==> config.mk <==
export PLATFORM = sky130hd
export DESIGN_NAME = min_key_sorted_priority_queue_unit
export DESIGN_NICKNAME = d
export VERILOG_FILES = /design/src/design/mksq_pkg.sv /design/src/design/mksq_cell.sv /design/src/design/min_key_sorted_priority_queue_unit.sv
export SDC_FILE = /design/constraint.sdc
export NUM_CORES = 2
export LEC_CHECK = 0
export BUFFER_PORTS_ARGS = -buffer_cell sky130_fd_sc_hd__buf_2
export CORE_MARGIN = 2
export CORE_UTILIZATION = 60
export DETAILED_ROUTE_END_ITERATION = 7
export HOLD_SLACK_MARGIN = 0.08
export PLACE_DENSITY = 0.82
export SLEW_MARGIN = 20
export SYNTH_ARGS = -nofsm -noshare
export SYNTH_HDL_FRONTEND = slang
export SYNTH_SLANG_ARGS = --single-unit
==> constraint.sdc <==
create_clock -name clk -period 10 [get_ports clk]
set_clock_uncertainty 0.1 [all_clocks]
set_input_delay 0.5 -clock clk [delete_from_list [all_inputs] [get_ports clk]]
set_output_delay 0.5 -clock clk [all_outputs]
set_load 0.05 [all_outputs]
==> src/design/mksq_pkg.sv <==
// ----------------------------------------------------------------------------
// mksq_pkg: shared types and codes for the sorted priority queue
// Record layout, per-cycle command to the cell chain, opcodes and status codes.
// ----------------------------------------------------------------------------
`default_nettype none

package mksq_pkg;

	localparam int KEY_W    = 8;
	localparam int PRICE_W  = 24;
	localparam int HANDLE_W = 16;
	localparam int STATUS_W = 2;
	localparam int OCC_W    = 5;

	localparam logic OP_INSERT = 1'b0;
	localparam logic OP_POP    = 1'b1;

	localparam logic [STATUS_W-1:0] ST_INSERTED   = 2'd0;
	localparam logic [STATUS_W-1:0] ST_POPPED     = 2'd1;
	localparam logic [STATUS_W-1:0] ST_POP_EMPTY  = 2'd2;
	localparam logic [STATUS_W-1:0] ST_DROP_FULL  = 2'd3;

	typedef struct packed {
		logic [KEY_W-1:0]    key;
		logic [PRICE_W-1:0]  price;
		logic [HANDLE_W-1:0] handle;
	} entry_t;

	// broadcast to every cell in the cycle a word is accepted
	typedef struct packed {
		logic   ins_en;
		logic   pop_en;
		entry_t entry;
	} cmd_t;

endpackage

`default_nettype wire

==> src/design/mksq_cell.sv <==
// ----------------------------------------------------------------------------
// mksq_cell: one slot of the sorted chain
// Holds one record; on insert it keeps, takes the new record or takes its
// left neighbor; on pop it takes its right neighbor.
// ----------------------------------------------------------------------------
`default_nettype none

module mksq_cell (
	input  wire logic           clk,
	input  wire mksq_pkg::cmd_t cmd,
	input  wire logic           occupied,
	input  wire logic           left_move,
	input  wire mksq_pkg::entry_t left_entry,
	input  wire mksq_pkg::entry_t right_entry,
	output logic                move,
	output mksq_pkg::entry_t    entry
);

	mksq_pkg::entry_t entry_q;

	// equal keys stay ahead of the new record
	assign move  = !(occupied && (entry_q.key <= cmd.entry.key));
	assign entry = entry_q;

	always_ff @(posedge clk) begin
		if (cmd.ins_en && move) begin
			entry_q <= left_move ? left_entry : cmd.entry;
		end else if (cmd.pop_en) begin
			entry_q <= right_entry;
		end
	end

endmodule

`default_nettype wire

==> src/design/min_key_sorted_priority_queue_unit.sv <==
// ----------------------------------------------------------------------------
// min_key_sorted_priority_queue_unit: bounded min-key priority queue
// A row of cells kept in ascending key order; insert shifts the tail right,
// pop shifts everything left and returns the head.
// ----------------------------------------------------------------------------
// channel  dir  handshake               payload
// in       in   in_valid / in_ready     operation, priority_key, price_cents,
//                                       record_handle
// out      out  out_valid / out_ready   status, out_key, out_price_cents,
//                                       out_handle, occupancy
//
// all cells update in the accept cycle, and the result
// sits in the output register on the next cycle.
// a new word is taken while the result register is empty or being drained,
// so a word per cycle is sustained when out_ready stays high.
// arst_n clears the entry count and the output valid; slot contents are
// left as they are and only slots below the count ever reach the output.
// ----------------------------------------------------------------------------
`default_nettype none

module min_key_sorted_priority_queue_unit #(
	parameter int QUEUE_DEPTH = 16
) (
	input  wire logic                            clk,
	input  wire logic                            arst_n,
	input  wire logic                            in_valid,
	output logic                                 in_ready,
	input  wire logic                            operation,
	input  wire logic [mksq_pkg::KEY_W-1:0]      priority_key,
	input  wire logic [mksq_pkg::PRICE_W-1:0]    price_cents,
	input  wire logic [mksq_pkg::HANDLE_W-1:0]   record_handle,
	output logic                                 out_valid,
	input  wire logic                            out_ready,
	output logic [mksq_pkg::STATUS_W-1:0]        status,
	output logic [mksq_pkg::KEY_W-1:0]           out_key,
	output logic [mksq_pkg::PRICE_W-1:0]         out_price_cents,
	output logic [mksq_pkg::HANDLE_W-1:0]        out_handle,
	output logic [mksq_pkg::OCC_W-1:0]           occupancy
);

	localparam int CNT_W = $clog2(QUEUE_DEPTH + 1);

	logic [CNT_W-1:0]    count_q;
	logic                out_valid_q;
	logic [mksq_pkg::STATUS_W-1:0] status_q;
	mksq_pkg::entry_t    out_entry_q;
	logic [CNT_W-1:0]    occ_q;

	logic                accept;
	logic                full;
	logic                empty;
	mksq_pkg::cmd_t      cmd;
	mksq_pkg::entry_t    cell_entry [QUEUE_DEPTH];
	logic                cell_move  [QUEUE_DEPTH];

	assign in_ready = !out_valid_q || out_ready;
	assign accept   = in_valid && in_ready;
	assign full     = (count_q == CNT_W'(QUEUE_DEPTH));
	assign empty    = (count_q == '0);

	always_comb begin
		cmd.ins_en       = accept && (operation == mksq_pkg::OP_INSERT) && !full;
		cmd.pop_en       = accept && (operation == mksq_pkg::OP_POP) && !empty;
		cmd.entry.key    = priority_key;
		cmd.entry.price  = price_cents;
		cmd.entry.handle = record_handle;
	end

	for (genvar i = 0; i < QUEUE_DEPTH; i++) begin : g_cell
		logic             left_move;
		mksq_pkg::entry_t left_entry;
		mksq_pkg::entry_t right_entry;

		if (i == 0) begin : g_head
			assign left_move  = 1'b0;
			assign left_entry = cmd.entry;
		end else begin : g_body
			assign left_move  = cell_move[i-1];
			assign left_entry = cell_entry[i-1];
		end

		if (i == QUEUE_DEPTH - 1) begin : g_tail
			assign right_entry = cell_entry[i];
		end else begin : g_next
			assign right_entry = cell_entry[i+1];
		end

		mksq_cell u_cell (
			.clk         (clk),
			.cmd         (cmd),
			.occupied    (CNT_W'(i) < count_q),
			.left_move   (left_move),
			.left_entry  (left_entry),
			.right_entry (right_entry),
			.move        (cell_move[i]),
			.entry       (cell_entry[i])
		);
	end

	always_ff @(posedge clk or negedge arst_n) begin
		if (!arst_n) begin
			count_q     <= '0;
			out_valid_q <= 1'b0;
		end else begin
			if (accept) begin
				out_valid_q <= 1'b1;
			end else if (out_ready) begin
				out_valid_q <= 1'b0;
			end
			if (cmd.ins_en) begin
				count_q <= count_q + 1'b1;
			end else if (cmd.pop_en) begin
				count_q <= count_q - 1'b1;
			end
		end
	end

	// result word payload
	always_ff @(posedge clk) begin
		if (accept) begin
			if (operation == mksq_pkg::OP_INSERT) begin
				out_entry_q <= '0;
				if (full) begin
					status_q <= mksq_pkg::ST_DROP_FULL;
					occ_q    <= count_q;
				end else begin
					status_q <= mksq_pkg::ST_INSERTED;
					occ_q    <= count_q + 1'b1;
				end
			end else begin
				if (empty) begin
					status_q    <= mksq_pkg::ST_POP_EMPTY;
					out_entry_q <= '0;
					occ_q       <= count_q;
				end else begin
					status_q    <= mksq_pkg::ST_POPPED;
					out_entry_q <= cell_entry[0];
					occ_q       <= count_q - 1'b1;
				end
			end
		end
	end

	assign out_valid       = out_valid_q;
	assign status          = status_q;
	assign out_key         = out_entry_q.key;
	assign out_price_cents = out_entry_q.price;
	assign out_handle      = out_entry_q.handle;
	assign occupancy       = mksq_pkg::OCC_W'(occ_q);

endmodule

`default_nettype wire
After elaboration in Yosys (flattened, before gate mapping)
Index checks and enable logic that the tools add are counted.
Word-level totals
  flip-flop bits (word level): 829
  output and inout bits: 57
  bits of input ports: 53
  word-level logic and storage cells: 222
Cells by class
  bitwise gates (word level): 1
  multiplexer cells: 55
  reductions and logical operators: 76
  eq/ne operators: 1
  add/subtract/negate cells: 2
  order comparisons: 32
Operators by type and width (number)
  2-to-1 mux 48 bit: 45
  <= comparator 8 bit: 16
  less-than comparator 4 x 5 -> 1 bit (first input constant): 8
  logical AND 1 bit: 37
  nonzero test 2 bit: 17
  2-to-1 mux 5 bit: 5
  less-than comparator 3 x 5 -> 1 bit (first input constant): 4
  logical NOT 1 bit: 19
  less-than comparator 1 x 5 -> 1 bit (first input constant): 2
  less-than comparator 2 x 5 -> 1 bit (first input constant): 2
  2-to-1 mux 2 bit: 3
  adder 5 x 1 -> 5 bit (second input constant): 1
  equality test 5 bit (second input constant): 1
  logical NOT 5 bit: 1
  subtractor 5 x 1 -> 5 bit (second input constant): 1
  2-to-1 mux 1 bit: 2
  OR reduction 2 bit: 1
  logical OR 1 bit: 1
  NOT 1 bit: 1

Logic depth before layout (Yosys ltp)
  depth in word-level cells: 7
  mapped depth: 11
  mapped depth without buffers: 8

By module
Synthesis repeated with hierarchy kept, for this count alone.
Unflattened totals
  cells, all modules: 3346
  area total of the unflattened synthesis: 48091.1 um2
By module, submodules not included
  mksq_cell: times used 16, cells an instance 195, area each 2831.5 um2, seq. area each 1441.4 um2
  min_key_sorted_priority_queue_unit: times used 1, cells an instance 226, area each 2787.7 um2, seq. area each 1801.7 um2

Worst setup path after synthesis
OpenSTA, ideal clock, no wires.
  kind: reg2reg
  from: reg out_valid_q, in the netlist out_valid
  to: reg g_cell[10].u_cell.entry_q (netlist bit g_cell[10].u_cell.entry[0]), enable pin
  cell stages (with the launch flop): 9
  library setup time: 520 ps
  slack: 1974 ps
  clock period less this slack: 8026 ps
  arrival time: 7406 ps
  required time: 9380 ps
  path buffers: 4
  cell sequence: dfrtp_1 -> nand2b_1 -> and2_1 -> clkbuf_1 -> nand2_1 -> buf_2 -> buf_2 -> clkbuf_1 -> o21ai_0
Between the ends
  longest elaborated chain between the ends: 7
  elaborated cells between the ends (all ways): 9
  those cells by class: 9 x reduce/logical
Ends and longest elaborated chain
  start: declaration: RTL line min_key_sorted_priority_queue_unit.sv:44  | logic out_valid_q;
  start signal: assignment: RTL line min_key_sorted_priority_queue_unit.sv:103  | out_valid_q <= 1'b0;
  start signal: assignment: RTL line min_key_sorted_priority_queue_unit.sv:106  | out_valid_q <= 1'b1;
  start signal: assignment: RTL line min_key_sorted_priority_queue_unit.sv:108  | out_valid_q <= 1'b0;
  logical NOT 1 bit *: RTL line min_key_sorted_priority_queue_unit.sv:56  | assign in_ready = !out_valid_q || out_ready;
  logical OR 1 bit *: RTL line min_key_sorted_priority_queue_unit.sv:56
  via in_ready: RTL line min_key_sorted_priority_queue_unit.sv:27  | output logic in_ready,
  logical AND 1 bit *: RTL line min_key_sorted_priority_queue_unit.sv:57  | assign accept = in_valid && in_ready;
  via accept: RTL line min_key_sorted_priority_queue_unit.sv:49  | logic accept;
  logical AND 1 bit (2 in series): RTL line min_key_sorted_priority_queue_unit.sv:62  | cmd.ins_en = accept && (operation == mksq_pkg::OP_INSERT) && !full;
  logical AND 1 bit: RTL line mksq_cell.sv:26  | if (cmd.ins_en && move) begin
  nonzero test 2 bit (no source line) *
  end signal: assignment: RTL line mksq_cell.sv:27  | entry_q <= left_move ? left_entry : cmd.entry;
  end signal: assignment: RTL line mksq_cell.sv:29  | entry_q <= right_entry;
  end: declaration: RTL line mksq_cell.sv:19  | mksq_pkg::entry_t entry_q;
Mark *: on every way through the listed nets, which the timed path passes. The rest lies on a longest branch.
A chain may end at the register's enable or synchronous reset.

Final worst setup path
  from: reg count_q[1]
  to: reg g_cell[2].u_cell.entry_q (netlist bit g_cell[2].u_cell.entry[38]), enable pin
Between the ends
  longest elaborated chain between the ends: 5
  elaborated cells between the ends (all ways): 11
  those cells by class: 1 x order compare; 1 x eq/ne; 9 x reduce/logical
Ends and longest elaborated chain
  start: declaration: RTL line min_key_sorted_priority_queue_unit.sv:43  | logic [CNT_W-1:0] count_q;
  start signal: assignment: RTL line min_key_sorted_priority_queue_unit.sv:111  | count_q <= count_q + 1'b1;
  start signal: assignment: RTL line min_key_sorted_priority_queue_unit.sv:113  | count_q <= count_q - 1'b1;
  less-than comparator 2 x 5 -> 1 bit or equality test 5 bit (tied branches): RTL line min_key_sorted_priority_queue_unit.sv:91, min_key_sorted_priority_queue_unit.sv:58
  logical AND 1 bit or logical NOT 1 bit (tied branches): RTL line mksq_cell.sv:22, min_key_sorted_priority_queue_unit.sv:62
  logical NOT 1 bit or logical AND 1 bit (tied branches): RTL line mksq_cell.sv:22, min_key_sorted_priority_queue_unit.sv:62
  logical AND 1 bit: RTL line mksq_cell.sv:26
  nonzero test 2 bit (no source line) *
  end signal: assignment: RTL line mksq_cell.sv:27
  end signal: assignment: RTL line mksq_cell.sv:29
  end: declaration: RTL line mksq_cell.sv:19
Every way passes the cells marked *; elsewhere a longest branch is shown, timed or not.

==> out/metrics.yaml <==
clock_tree:
  cts_sinks: 829
  cts-root-buf: "clkbuf_16"
  clk_pin_slew_worst_paths_ns: 0.06
  htree_levels: 3
  cts_inserted_buffers: 88
  clk_path_buf_depth: 3
  cts_tree: "built"
  worstSkewPairLatency_ns: 0.69
die:
  fp-row-count: 99
  fp.coreArea_mm2: 0.0727
  die_x_um: 275
  start_util_pct: 60.4
  ios: 110
  die_y_um: 275
  dieArea_mm2: 0.0754
outcome:
  status: "complete, but fails checks"
  failed_checks: "DRC"
global_routing:
  grt_usage_pct: 33.4
  grt_util_met2_pct: 50.4
  antenna_found_initial: 4
  grt_max_degree: 97
  busiest_layer: "met2"
  met1_usage_pct: 45.7
  grt.met3_usage_pct: 8.39
  grt_pass1_wl_um: 192000
  grt_pass1_vias: 32400
  grt-ovfl-total: 0
setup_path:
  start_kind: "register"
  required_ns: 10.19
  rr_worst_depth: 8
  path_class: "register to register"
  critPathCaptureType: "register"
  arrival_ns: 4.87
  cp_max_fo: 49
yosys:
  synth.net_count: 4121
  yosys_warnings: 0
  synth_top_area_share_pct: 56.2
  synth_common_cells: "823 x edfxtp_1, 669 x nand2_1, 462 x o21ai_0"
  yosysTopAreaCell: "edfxtp_1"
  syn_inst: 3936
  seq_area_frac_synth_pct: 56.6
  ys_ff_latch: 829
  synthArstFlopShare_pct: 0.724
  ys.flop_type: "edfxtp_1"
  synth-edff-count: 823
  synth_area_mm2: 0.0439
  synth_area_leaders: "edfxtp_1 56%, mux2i_1 9.7%, nand2_1 5.7%"
  syn_area_per_cell_um2: 11.2
  synth.most_common_cell: "edfxtp_1"
  synth_cell_types: 55
power_and_ir_drop:
  totalPowerFinal_mw: 13.0
  ir_drop_v: 0.000242
  p_per_area_mw_per_mm2: 270
  leakage_nw: 18.3
finish:
  fin_area_mm2: 0.0479
  nets: 4069
  utilization_pct: 65.9
  layout-drive-gt1-share_pct: 13.7
  fillers: 5382
  area_growth_syn_to_layout_pct: 9.00
route:
  drc: 9
  wl_per_cell_um: 25.7
  ant_nets: 0
  avgViaCountPerCell: 6.74
  drt_iter0_markers: 4469
  routed_wl_um: 126000
  firstDrtPassIters: 8
  via_count: 33100
sta:
  fin_crit_sh_pct: 46.8
  tightest_slew_ns: 1.21
  max_freq_mhz: 214
  grt_setup_unrepaired: "no"
  period_needed_ns: 4.68
  slew-limit-headroom_pct: 19.5
  setup_viol: 0
  tns_ns: 0
  layout_setup_ws_ns: 5.32
  final_hold_viol_count: 0
  slew_violations: 0
placed_design:
  io_buffers: 109
  hpwl_um: 74800
  pre_cts_slack_ns: 5.17
  gp_routability_congestion: 0.950
  placed_cell_area_mm2: 0.0451
flow_run:
  drv_cap: 0
worst_hold_path:
  hold_class: "input port to asynchronous set/reset pin"
## worst max-delay path, stage by stage (launching register included)
cell	delay, ns
dfrtp_1	0.53
inv_1	0.18
ha_1	0.32
a31oi_4	0.33
and2_2	0.77
buf_4	0.59
nand2b_4	0.54
nand2_2	0.18
buf_4	0.66
## what timing repair did
action	CTS	global route
resized for setup	0	0
endpoints found under the hold margin	7	0
buffers inserted	0	0
hold buffers	3	0
## stage by stage
stage,hold slack (ns),instances
final,0.0950,4914
after global routing,0.133,4912
after CTS,0.0895,4912
after detailed placement,0.252,4750
after global placement,0.250,4750
after floorplan,0.104,3936
## sequential cells by signal, indices dropped and copies added (netlist names)
register	flops
g_cell.u_cell.entry	768
out_price_cents	24
out_handle	16
out_key	8
count_q	5
occupancy	5
status	2
out_valid	1
## area by class of cell
cell class | instances | area (um^2) | area share (%)
timing repair buffer | 177 | 1070 | 2.23
inverter | 26 | 97.6 | 0.204
tap | 959 | 1200 | 2.51
multi-input combinational | 2762 | 17900 | 37.4
clock inverter | 50 | 410 | 0.857
sequential | 829 | 24900 | 51.9
antenna | 2 | 5.00 | 0.0104
clock buffer | 109 | 2320 | 4.85
## cells by family (layout without fill, tap and decap cells)
logic type	Yosys count	in the layout	share of synthesized area, %
simple gates	1070	1070	9.94
compound gates	940	940	11.7
buf+inv	345	362	3.36
xor+xnor	8	8	0.159
other cells	0	2	0
fa+ha+maj	132	132	3.76
flops	829	829	56.6
mux	612	612	14.5
## cells in the final DEF (no fill, tap or decap), types with 9 or more instances in the layout
cell type,synthesis,routed
edfxtp_1,823,823
a21oi_1,211,209
ha_1,132,132
buf_4,6,64
and2_1,51,48
clkinv_2,0,15
o21ai_0,462,460
mux2i_1,427,427
nor2b_1,17,17
nor2_1,262,259
nand2b_1,16,10
clkinv_1,0,21
nand2_1,669,654
inv_1,26,26
o21ai_1,12,10
nand2_2,0,9
a31oi_1,192,192
clkbuf_1,183,18
buf_2,121,109
clkbuf_16,0,89
o211ai_1,14,14
nand4_1,25,25
mux2_2,185,185
## report_power, final
part | internal (mW) | switching, mW | total (mW)
combinational | 1.55 | 3.03 | 4.58
clock | 1.74 | 1.44 | 3.18
sequential | 4.79 | 0.395 | 5.19
total | 8.09 | 4.86 | 13.0
## path summary, 6_finish.rpt
check	start	endpoint	slack, ns
max in group asynchronous	arst_n	out_valid$_DFFE_PN0P_	9.54
min in group clk	operation	occupancy[4]$_DFFE_PP_	0.21
worst max register to register	count_q[1]$_DFFE_PN0P_	g_cell[2].u_cell.entry[38]$_DFFE_PP_	5.32
worst min register to register	g_cell[5].u_cell.entry[19]$_DFFE_PP_	g_cell[4].u_cell.entry[19]$_DFFE_PP_	0.41
worst max-delay path	count_q[1]$_DFFE_PN0P_	g_cell[2].u_cell.entry[38]$_DFFE_PP_	5.32
worst min-delay path	arst_n	count_q[4]$_DFFE_PN0P_	0.1
## per-layer routing
metal / wire [um] / share of wire, % / vias to the layer above
li1: - / - / 14400
met1: 48800 / 39 / 16100
met2: 55300 / 44 / 2342
met3: 16600 / 13 / 361
met4: 5670 / 4.5 / 0
met5: 0 / 0 / -
No activity file was read; power rests on OpenSTA's default activity.
